--- src/rtl/flow_hash_queue_select_top_assert.svh ---
// Assertion macros shared by the flow hash queue select RTL.
// They expect clk and rst_n to be visible where they are used.
`ifndef FLOW_HASH_QUEUE_SELECT_TOP_ASSERT_SVH
`define FLOW_HASH_QUEUE_SELECT_TOP_ASSERT_SVH

// Antecedent implies consequent in the same cycle.
`define FHQS_ASSERT_IMPLIES(label, ante, cons, msg) \
  label: assert property (@(posedge clk) disable iff (!rst_n) (ante) |-> (cons)) \
    else $error(msg);

// Condition holds at every clock edge outside of reset.
`define FHQS_ASSERT_ALWAYS(label, cond, msg) \
  `FHQS_ASSERT_IMPLIES(label, 1'b1, cond, msg)

`endif

--- src/rtl/fhqs_pkg.sv ---
`timescale 1ns / 1ps

package fhqs_pkg;

  // Transport and network header kinds.
  localparam logic [1:0] L4_UDP  = 2'd1;
  localparam logic [1:0] L4_TCP  = 2'd2;
  localparam logic [1:0] L3_IPV4 = 2'd1;
  localparam logic [1:0] L3_IPV6 = 2'd2;

  // Bit positions in hash_protocols.
  localparam int HP_IPV4_UDP = 0;
  localparam int HP_IPV6_UDP = 1;
  localparam int HP_IPV4_TCP = 2;
  localparam int HP_IPV6_TCP = 3;
  localparam int HP_IPV4     = 4;
  localparam int HP_IPV6     = 5;

  // Configuration register map.
  localparam int         CFG_AW             = 3;
  localparam logic       REG_HASH_PROTOCOLS = 1'b0;
  localparam logic       REG_QUEUE_COUNT    = 1'b1;

  localparam logic [31:0] CRC_POLY = 32'h82F6_3B78;

  // Longest key: four port bytes and two IPv6 addresses.
  localparam int KEY_W      = 288;
  localparam int NUM_GRP    = 8;
  localparam int GRP_W      = KEY_W / NUM_GRP;
  localparam int DIV_BITS   = 8;
  localparam int DIV_STAGES = 32 / DIV_BITS;
  localparam int NSTG       = 3 + DIV_STAGES;

  typedef struct packed {
    logic [1:0]  l4_kind;
    logic [1:0]  l3_kind;
    logic [15:0] l4_sport;
    logic [15:0] l4_dport;
    logic [63:0] src_addr_hi;
    logic [63:0] src_addr_lo;
    logic [63:0] dst_addr_hi;
    logic [63:0] dst_addr_lo;
    logic [5:0]  tx_queue_index;
  } in_item_t;

  typedef struct packed {
    logic [5:0] dest_queue;
  } out_item_t;

  // CRC contribution of a single set key bit. The key is right aligned, so bit
  // pos sits in a byte that is followed by pos/8 more bytes. Leading zero bytes
  // leave a zero-initialized CRC untouched, which makes this independent of the
  // key length. Only evaluated at elaboration.
  function automatic logic [31:0] crc_bit_mask(input int unsigned pos);
    logic [31:0] c;
    int unsigned nsh;
    c   = 32'(1) << pos[2:0];
    nsh = ((pos >> 3) + 1) << 3;
    for (int unsigned k = 0; k < nsh; k++) begin
      c = c[0] ? ((c >> 1) ^ CRC_POLY) : (c >> 1);
    end
    return c;
  endfunction

endpackage

--- src/rtl/fhqs_in_if.sv ---
`timescale 1ns / 1ps

interface fhqs_in_if import fhqs_pkg::*; ();
  logic     valid;
  logic     ready;
  in_item_t data;

  modport source (output valid, output data, input ready);
  modport sink (input valid, input data, output ready);
endinterface

--- src/rtl/fhqs_out_if.sv ---
`timescale 1ns / 1ps

interface fhqs_out_if import fhqs_pkg::*; ();
  logic      valid;
  logic      ready;
  out_item_t data;

  modport source (output valid, output data, input ready);
  modport sink (input valid, input data, output ready);
endinterface

--- src/rtl/flow_hash_queue_select_top.sv ---
// Picks a receive queue per packet descriptor: the CRC32C (reflected, init 0,
// no final inversion) of the enabled ports and addresses, taken modulo the
// queue count, or the sending queue index modulo the count when no hash
// protocol is enabled. One transaction is accepted every clock cycle unless
// an output stall has filled the pipeline, and its result passes through
// seven register stages: three that fold the 288-bit key into a CRC through
// a registered XOR tree and four that each retire 8 dividend bits of the
// remainder. A stall at the output holds the pipeline without loss, and
// bubbles are squeezed out. Write the registers only while the block is empty.
`timescale 1ns / 1ps

`include "flow_hash_queue_select_top_assert.svh"

module flow_hash_queue_select_top import fhqs_pkg::*; #(
  parameter int MAX_QUEUE_COUNT = 64
) (
  input  logic              clk,
  input  logic              rst_n,
  fhqs_in_if.sink           in_ch,
  fhqs_out_if.source        out_ch,
  input  logic              psel,
  input  logic              penable,
  input  logic              pwrite,
  input  logic [CFG_AW-1:0] paddr,
  input  logic [31:0]       pwdata,
  output logic [31:0]       prdata,
  output logic              pready
);

  // Effective count never exceeds the 7-bit register or the parameter.
  localparam int NW = ($clog2(MAX_QUEUE_COUNT + 1) > 7) ? 7 : $clog2(MAX_QUEUE_COUNT + 1);

  // ---------------- configuration ----------------
  logic [5:0]    hash_r;
  logic [6:0]    qcount_r;
  logic [NW-1:0] eff_n_r;
  logic          cfg_wr;

  assign pready = 1'b1;
  assign cfg_wr = psel && penable && pwrite;
  assign prdata = (paddr[CFG_AW-1] == REG_QUEUE_COUNT) ? 32'(qcount_r) : 32'(hash_r);

  always_ff @(posedge clk) begin
    if (!rst_n) begin
      hash_r   <= '0;
      qcount_r <= 7'd1;
      eff_n_r  <= NW'(1);
    end else if (cfg_wr) begin
      if (paddr[CFG_AW-1] == REG_HASH_PROTOCOLS) begin
        hash_r <= pwdata[5:0];
      end else begin
        qcount_r <= pwdata[6:0];
        if (pwdata[6:0] == 7'd0) begin
          eff_n_r <= NW'(1);
        end else if (int'(pwdata[6:0]) > MAX_QUEUE_COUNT) begin
          eff_n_r <= NW'(MAX_QUEUE_COUNT);
        end else begin
          eff_n_r <= NW'(pwdata[6:0]);
        end
      end
    end
  end

  // ---------------- handshake ----------------
  logic [NSTG-1:0] vld_r;
  logic [NSTG-1:0] vld_nxt;
  logic [NSTG-1:0] stg_rdy;
  logic [NSTG-1:0] vld_up;

  always_comb begin
    stg_rdy[NSTG-1] = !vld_r[NSTG-1] || out_ch.ready;
    for (int k = NSTG - 2; k >= 0; k--) begin
      stg_rdy[k] = !vld_r[k] || stg_rdy[k+1];
    end
    vld_up  = {vld_r[NSTG-2:0], in_ch.valid};
    vld_nxt = (stg_rdy & vld_up) | (~stg_rdy & vld_r);
  end

  always_ff @(posedge clk) begin
    if (!rst_n) begin
      vld_r <= '0;
    end else begin
      vld_r <= vld_nxt;
    end
  end

  assign in_ch.ready = stg_rdy[0];

  // ---------------- stage 1: key placement ----------------
  logic             use_ports;
  logic             use_v4;
  logic             use_v6;
  logic [31:0]      ports_sel;
  logic [KEY_W-1:0] key_nxt;
  logic [KEY_W-1:0] s1_key_r;
  logic             s1_off_r;
  logic [5:0]       s1_txq_r;

  // Key bytes are right aligned; the zero bytes in front do not move the CRC.
  always_comb begin
    use_ports = ((hash_r[HP_IPV4_UDP] || hash_r[HP_IPV6_UDP]) && in_ch.data.l4_kind == L4_UDP)
             || ((hash_r[HP_IPV4_TCP] || hash_r[HP_IPV6_TCP]) && in_ch.data.l4_kind == L4_TCP);
    use_v4    = hash_r[HP_IPV4] && in_ch.data.l3_kind == L3_IPV4;
    use_v6    = hash_r[HP_IPV6] && in_ch.data.l3_kind == L3_IPV6;
    ports_sel = use_ports ? {in_ch.data.l4_sport, in_ch.data.l4_dport} : '0;
    key_nxt   = '0;
    if (use_v4) begin
      key_nxt[95:0] = {ports_sel, in_ch.data.src_addr_lo[31:0], in_ch.data.dst_addr_lo[31:0]};
    end else if (use_v6) begin
      key_nxt = {ports_sel, in_ch.data.src_addr_hi, in_ch.data.src_addr_lo,
                 in_ch.data.dst_addr_hi, in_ch.data.dst_addr_lo};
    end else begin
      key_nxt[31:0] = ports_sel;
    end
  end

  always_ff @(posedge clk) begin
    if (stg_rdy[0]) begin
      s1_key_r <= key_nxt;
      s1_off_r <= (hash_r == '0);
      s1_txq_r <= in_ch.data.tx_queue_index;
    end
  end

  // ---------------- stage 2: partial XOR groups ----------------
  logic [31:0] contrib  [KEY_W];
  logic [31:0] part_nxt [NUM_GRP];
  logic [31:0] s2_part_r [NUM_GRP];
  logic        s2_off_r;
  logic [5:0]  s2_txq_r;

  for (genvar i = 0; i < KEY_W; i++) begin : g_mask
    localparam logic [31:0] MASK = crc_bit_mask(i);
    assign contrib[i] = s1_key_r[i] ? MASK : '0;
  end

  always_comb begin
    for (int g = 0; g < NUM_GRP; g++) begin
      part_nxt[g] = '0;
      for (int e = 0; e < GRP_W; e++) begin
        part_nxt[g] = part_nxt[g] ^ contrib[g*GRP_W + e];
      end
    end
  end

  always_ff @(posedge clk) begin
    if (stg_rdy[1]) begin
      s2_part_r <= part_nxt;
      s2_off_r  <= s1_off_r;
      s2_txq_r  <= s1_txq_r;
    end
  end

  // ---------------- stage 3: CRC and dividend ----------------
  logic [31:0] crc_nxt;
  logic [31:0] s3_dvd_r;

  always_comb begin
    crc_nxt = '0;
    for (int g = 0; g < NUM_GRP; g++) begin
      crc_nxt = crc_nxt ^ s2_part_r[g];
    end
  end

  always_ff @(posedge clk) begin
    if (stg_rdy[2]) begin
      s3_dvd_r <= s2_off_r ? 32'(s2_txq_r) : crc_nxt;
    end
  end

  // ---------------- stages 4 to 7: remainder ----------------
  // Restoring remainder, one dividend byte per stage, most significant first.
  function automatic logic [NW-1:0] rem_byte(input logic [NW-1:0] r, input logic [7:0] b,
                                             input logic [NW-1:0] n);
    logic [NW:0]   t;
    logic [NW-1:0] acc;
    acc = r;
    for (int i = DIV_BITS - 1; i >= 0; i--) begin
      t = {acc, b[i]};
      if (t >= {1'b0, n}) begin
        t = t - {1'b0, n};
      end
      acc = t[NW-1:0];
    end
    return acc;
  endfunction

  logic [NW-1:0] div_rem_r [DIV_STAGES];
  logic [31:0]   div_dvd_r [DIV_STAGES];

  for (genvar d = 0; d < DIV_STAGES; d++) begin : g_div
    logic [NW-1:0] src_rem;
    logic [31:0]   src_dvd;

    if (d == 0) begin : g_first
      assign src_rem = '0;
      assign src_dvd = s3_dvd_r;
    end else begin : g_next
      assign src_rem = div_rem_r[d-1];
      assign src_dvd = div_dvd_r[d-1];
    end

    always_ff @(posedge clk) begin
      if (stg_rdy[3+d]) begin
        div_rem_r[d] <= rem_byte(src_rem, src_dvd[31 - DIV_BITS*d -: DIV_BITS], eff_n_r);
        div_dvd_r[d] <= src_dvd;
      end
    end
  end

  assign out_ch.valid           = vld_r[NSTG-1];
  assign out_ch.data.dest_queue = 6'(div_rem_r[DIV_STAGES-1]);

  // ---------------- assertions ----------------
  `FHQS_ASSERT_IMPLIES(a_ready_chain, out_ch.ready, in_ch.ready,
    "input not ready although the output side is ready")
  `FHQS_ASSERT_IMPLIES(a_stall_only_full, !in_ch.ready, &vld_r,
    "input stalled while the pipeline has an empty stage")
  `FHQS_ASSERT_ALWAYS(a_eff_count, eff_n_r != '0 && int'(eff_n_r) <= MAX_QUEUE_COUNT,
    "effective queue count out of range")

endmodule

--- src/flat_wrapper.sv ---
// flat-port wrapper written by rule: the top's interface ports become plain ports
module flow_hash_queue_select_top_flat import fhqs_pkg::*;
#(
  parameter int MAX_QUEUE_COUNT = 64
)
  (clk, rst_n, psel, penable, pwrite, paddr, pwdata, prdata, pready, in_ch_valid, in_ch_data, in_ch_ready, out_ch_valid, out_ch_data, out_ch_ready);
  fhqs_in_if in_ch_i ();
  fhqs_out_if out_ch_i ();
  input  logic clk;
  input  logic rst_n;
  input  logic psel;
  input  logic penable;
  input  logic pwrite;
  input  logic [CFG_AW-1:0] paddr;
  input  logic [31:0] pwdata;
  output logic [31:0] prdata;
  output logic pready;
  input wire logic [$bits(in_ch_i.valid)-1:0] in_ch_valid;
  input wire logic [$bits(in_ch_i.data)-1:0] in_ch_data;
  output wire logic [$bits(in_ch_i.ready)-1:0] in_ch_ready;
  output wire logic [$bits(out_ch_i.valid)-1:0] out_ch_valid;
  output wire logic [$bits(out_ch_i.data)-1:0] out_ch_data;
  input wire logic [$bits(out_ch_i.ready)-1:0] out_ch_ready;
  assign in_ch_i.valid = in_ch_valid;
  assign in_ch_i.data = in_ch_data;
  assign in_ch_ready = in_ch_i.ready;
  assign out_ch_valid = out_ch_i.valid;
  assign out_ch_data = out_ch_i.data;
  assign out_ch_i.ready = out_ch_ready;
  flow_hash_queue_select_top #(.MAX_QUEUE_COUNT(MAX_QUEUE_COUNT)) u_core (.clk(clk), .rst_n(rst_n), .in_ch(in_ch_i), .out_ch(out_ch_i), .psel(psel), .penable(penable), .pwrite(pwrite), .paddr(paddr), .pwdata(pwdata), .prdata(prdata), .pready(pready));
endmodule
--- config.mk ---
export PLATFORM = sky130hd
export DESIGN_NAME = flow_hash_queue_select_top_flat
export DESIGN_NICKNAME = d
export VERILOG_FILES = /design/src/rtl/fhqs_pkg.sv /design/src/rtl/fhqs_in_if.sv /design/src/rtl/fhqs_out_if.sv /design/src/rtl/flow_hash_queue_select_top.sv /design/src/flat_wrapper.sv
export VERILOG_INCLUDE_DIRS = /design/src /design/src/rtl
export SDC_FILE = /design/constraint.sdc
export NUM_CORES = 2
export LEC_CHECK = 0
export ABC_CLOCK_PERIOD_IN_PS = 26300
export BUFFER_PORTS_ARGS = -buffer_cell sky130_fd_sc_hd__buf_2
export CAP_MARGIN = 20
export CORE_MARGIN = 4
export CORE_UTILIZATION = 38
export DETAILED_ROUTE_END_ITERATION = 10
export GPL_ROUTABILITY_DRIVEN = 0
export PLACE_DENSITY = 0.56
export SLEW_MARGIN = 20
export SYNTH_ARGS = -nofsm -noshare
export SYNTH_HDL_FRONTEND = slang
export SYNTH_SLANG_ARGS = --single-unit
--- constraint.sdc ---
create_clock -name clk -period 26.3 [get_ports clk]
set_input_delay 2.63 -clock clk [delete_from_list [all_inputs] [get_ports clk]]
set_output_delay 2.63 -clock clk [all_outputs]
set_load 0.005 [all_outputs]
==> impl_metrics.ini <==
[run_status]
outcome = finished clean

[synth]
yosysMostFrequentCell = xnor2_1
post-synth-top-area-fraction = 0.349
synth_cell_types = 102
synthAdderAreaFrac = 0.0588
ys_warn_count = 0
synth_compound_area_frac = 0.0748
synth_area_leaders = edfxtp_1, xnor2_1, xor2_1
ys.flop_type = edfxtp_1
synth_edf_count = 665
synth_top_family_by_area = XOR/XNOR gates
synthCells = 5265
postSynthAreaPerCell_um2 = 10.9
synth_common_cells = xnor2_1, edfxtp_1, xor2_1
async_reset_ff_frac = 0
synth_top_cell_by_area = edfxtp_1
syn-cell-area_um2 = 57100
synth_xor_area_frac = 0.382
yosys-mux-area-fraction = 0.0297
synth-simple-area-share = 0.0651
yosysSeqAreaShare = 0.359
synth_seq_cells = 692

[die]
die_w_um = 396
core_area_um2 = 150000
start_util = 0.382
die_y_um = 396
die_area_um2 = 157000
ios = 381
placement_rows = 142

[job]
maxCapViolations = 0

[route]
drcViolationCount = 0
drt_iter0_drc = 2638
dr_total_vias = 37400
ant_nets = 0
detail_route.first_pass.iterations = 5
wire_per_inst_um = 22.2
route.final.wire_length_um = 167000
via_per_inst = 4.97

[worst_setup_path]
cp-end-kind = register
critPathRequiredTime_ns = 26.74
critPathLaunchType = register
arrival_ns = 20.04
critPathMaxStageDelay_ns = 0.82
path_common_cell = o21ai_0
cp_max_fo = 23
worstSetupPathType = reg2reg
cp_slowest_cell = dfxtp_2

[grt]
grt_pass1_vias = 38400
globalRouteOverflowTotal = 0
antenna_found_initial = 3
grt_pass1_wl_um = 247000
grt_max_degree = 129
track_usage = 0.209

[cells_and_area]
nFillCells = 14500
fin_nets = 6038
syn2layout_area_growth_pct = 10.6
drive_gt1_frac = 0.115

[clocking]
worstSkewPairLatency_ns = 0.69
cts_setup_buffers = 0
cts_resized = 0
cts_buffers = 83
cts_tree = done
cts.clk_slew.worst_paths_ns = 0.06
cts_max_path_buffers = 3
htreeDepth = 3
cts_hold_buf = 0
cts_sinks = 692
clockRootBuffer = clkbuf_16

[sta]
grt_setup_unrepaired = false
setup_tns_ns = 0
drv_slew = 0
skew_ns = 0.0370
maxClockFrequency_mhz = 51.0
worst_slew_pin_slew_ns = 1.03
period_minus_slack_ns = 19.60
fin_hold_ws_ns = 0.410
slew_headroom = 0.314
hold_viol = 0
fin_crit_sh = 0.745
final-setup-viol-count = 0

[min_path]
hold_class = reg2reg

[place]
numPortBuffers = 327
dp.final_hpwl_um = 134000
-- state kept, by name, summed over array words and instances (netlist names), named ones only --
signal	cells
u_core.div_dvd_r	48
u_core.div_rem_r	27
u_core.eff_n_r	7
u_core.g_div.src_dvd	32
u_core.hash_r	6
u_core.qcount_r	7
u_core.s1_key_r	288
u_core.s1_off_r	1
u_core.s1_txq_r	6
u_core.s2_off_r	1
u_core.s2_part_r	256
u_core.s2_txq_r	6
-- metal layers --
layer | part of all wire | up-vias | track usage
met3 | 0.053 | 224 | 0.0263
met5 | 0.000078 | - | 0
met1 | 0.45 | 18100 | 0.283
li1 | - | 18000 | -
met4 | 0.038 | 2 | 0.0765
met2 | 0.46 | 1092 | 0.342
-- final cells by class --
| class | instances | area, um2 | area share |
|---|---|---|---|
| Clock inverter | 52 | 479 | 0.00758 |
| Antenna cell | 3 | 7.51 | 0.000119 |
| Multi-Input combinational cell | 4168 | 35000 | 0.554 |
| Tap cell | 2016 | 2520 | 0.0399 |
| Clock buffer | 101 | 2230 | 0.0353 |
| Sequential cell | 692 | 20500 | 0.325 |
| Inverter | 147 | 559 | 0.00885 |
| Timing Repair Buffer | 356 | 1870 | 0.0295 |
-- through the flow --
stage	area, um2	setup WS [ns]	instances	utilization
2_1_floorplan	57200	8.27	5289	-
3_3_place_gp	60500	6.87	7378	0.404
3_5_place_dp	60500	6.59	7378	0.404
4_1_cts	63200	6.52	7531	0.422
5_1_grt	63200	5.01	7532	0.422
6_report	63200	6.70	7535	0.422
-- logic make-up after synthesis --
family          count (synthesis)
fa+ha+maj                     250
mux                           150
compound gates                577
other cells                     2
simple gates                  674
flops                         692
buf+inv                       429
xor+xnor                     2491
-- layout by cell type, fill, tap and decap left out, types with 98 or more instances in the layout --
master	count
inv_1	145
a22o_1	98
a21oi_1	106
xor2_1	524
and2_1	197
buf_2	327
ha_1	219
xnor2_1	1966
edfxtp_1	665
nor2_1	130
-- path summary, 6_finish.rpt --
kind	from	endpoint	slack, ns	depth (start not counted)
worst min register to register	u_core.div_dvd_r[1][6]	u_core.div_dvd_r[2][6]	0.41	0
worst min-delay path	u_core.div_dvd_r[1][6]	u_core.div_dvd_r[2][6]	0.41	0
worst max-delay path	u_core.eff_n_r[1]	u_core.div_rem_r[3][4]	6.70	74
worst max register to register	u_core.eff_n_r[1]	u_core.div_rem_r[3][4]	6.70	74
-- critical path: cells and delay by family, from the launching register on --
family | cells | cell delay [ns]
simple gates | 17 | 3.92
mux | 5 | 1.81
fa+ha+maj | 8 | 2.88
compound gates | 40 | 8.86
flops | 1 | 0.82
buf+inv | 4 | 1.04
Power is not shown: default switching activity piles up to over one toggle a cycle in this logic, so the estimate is an artifact.
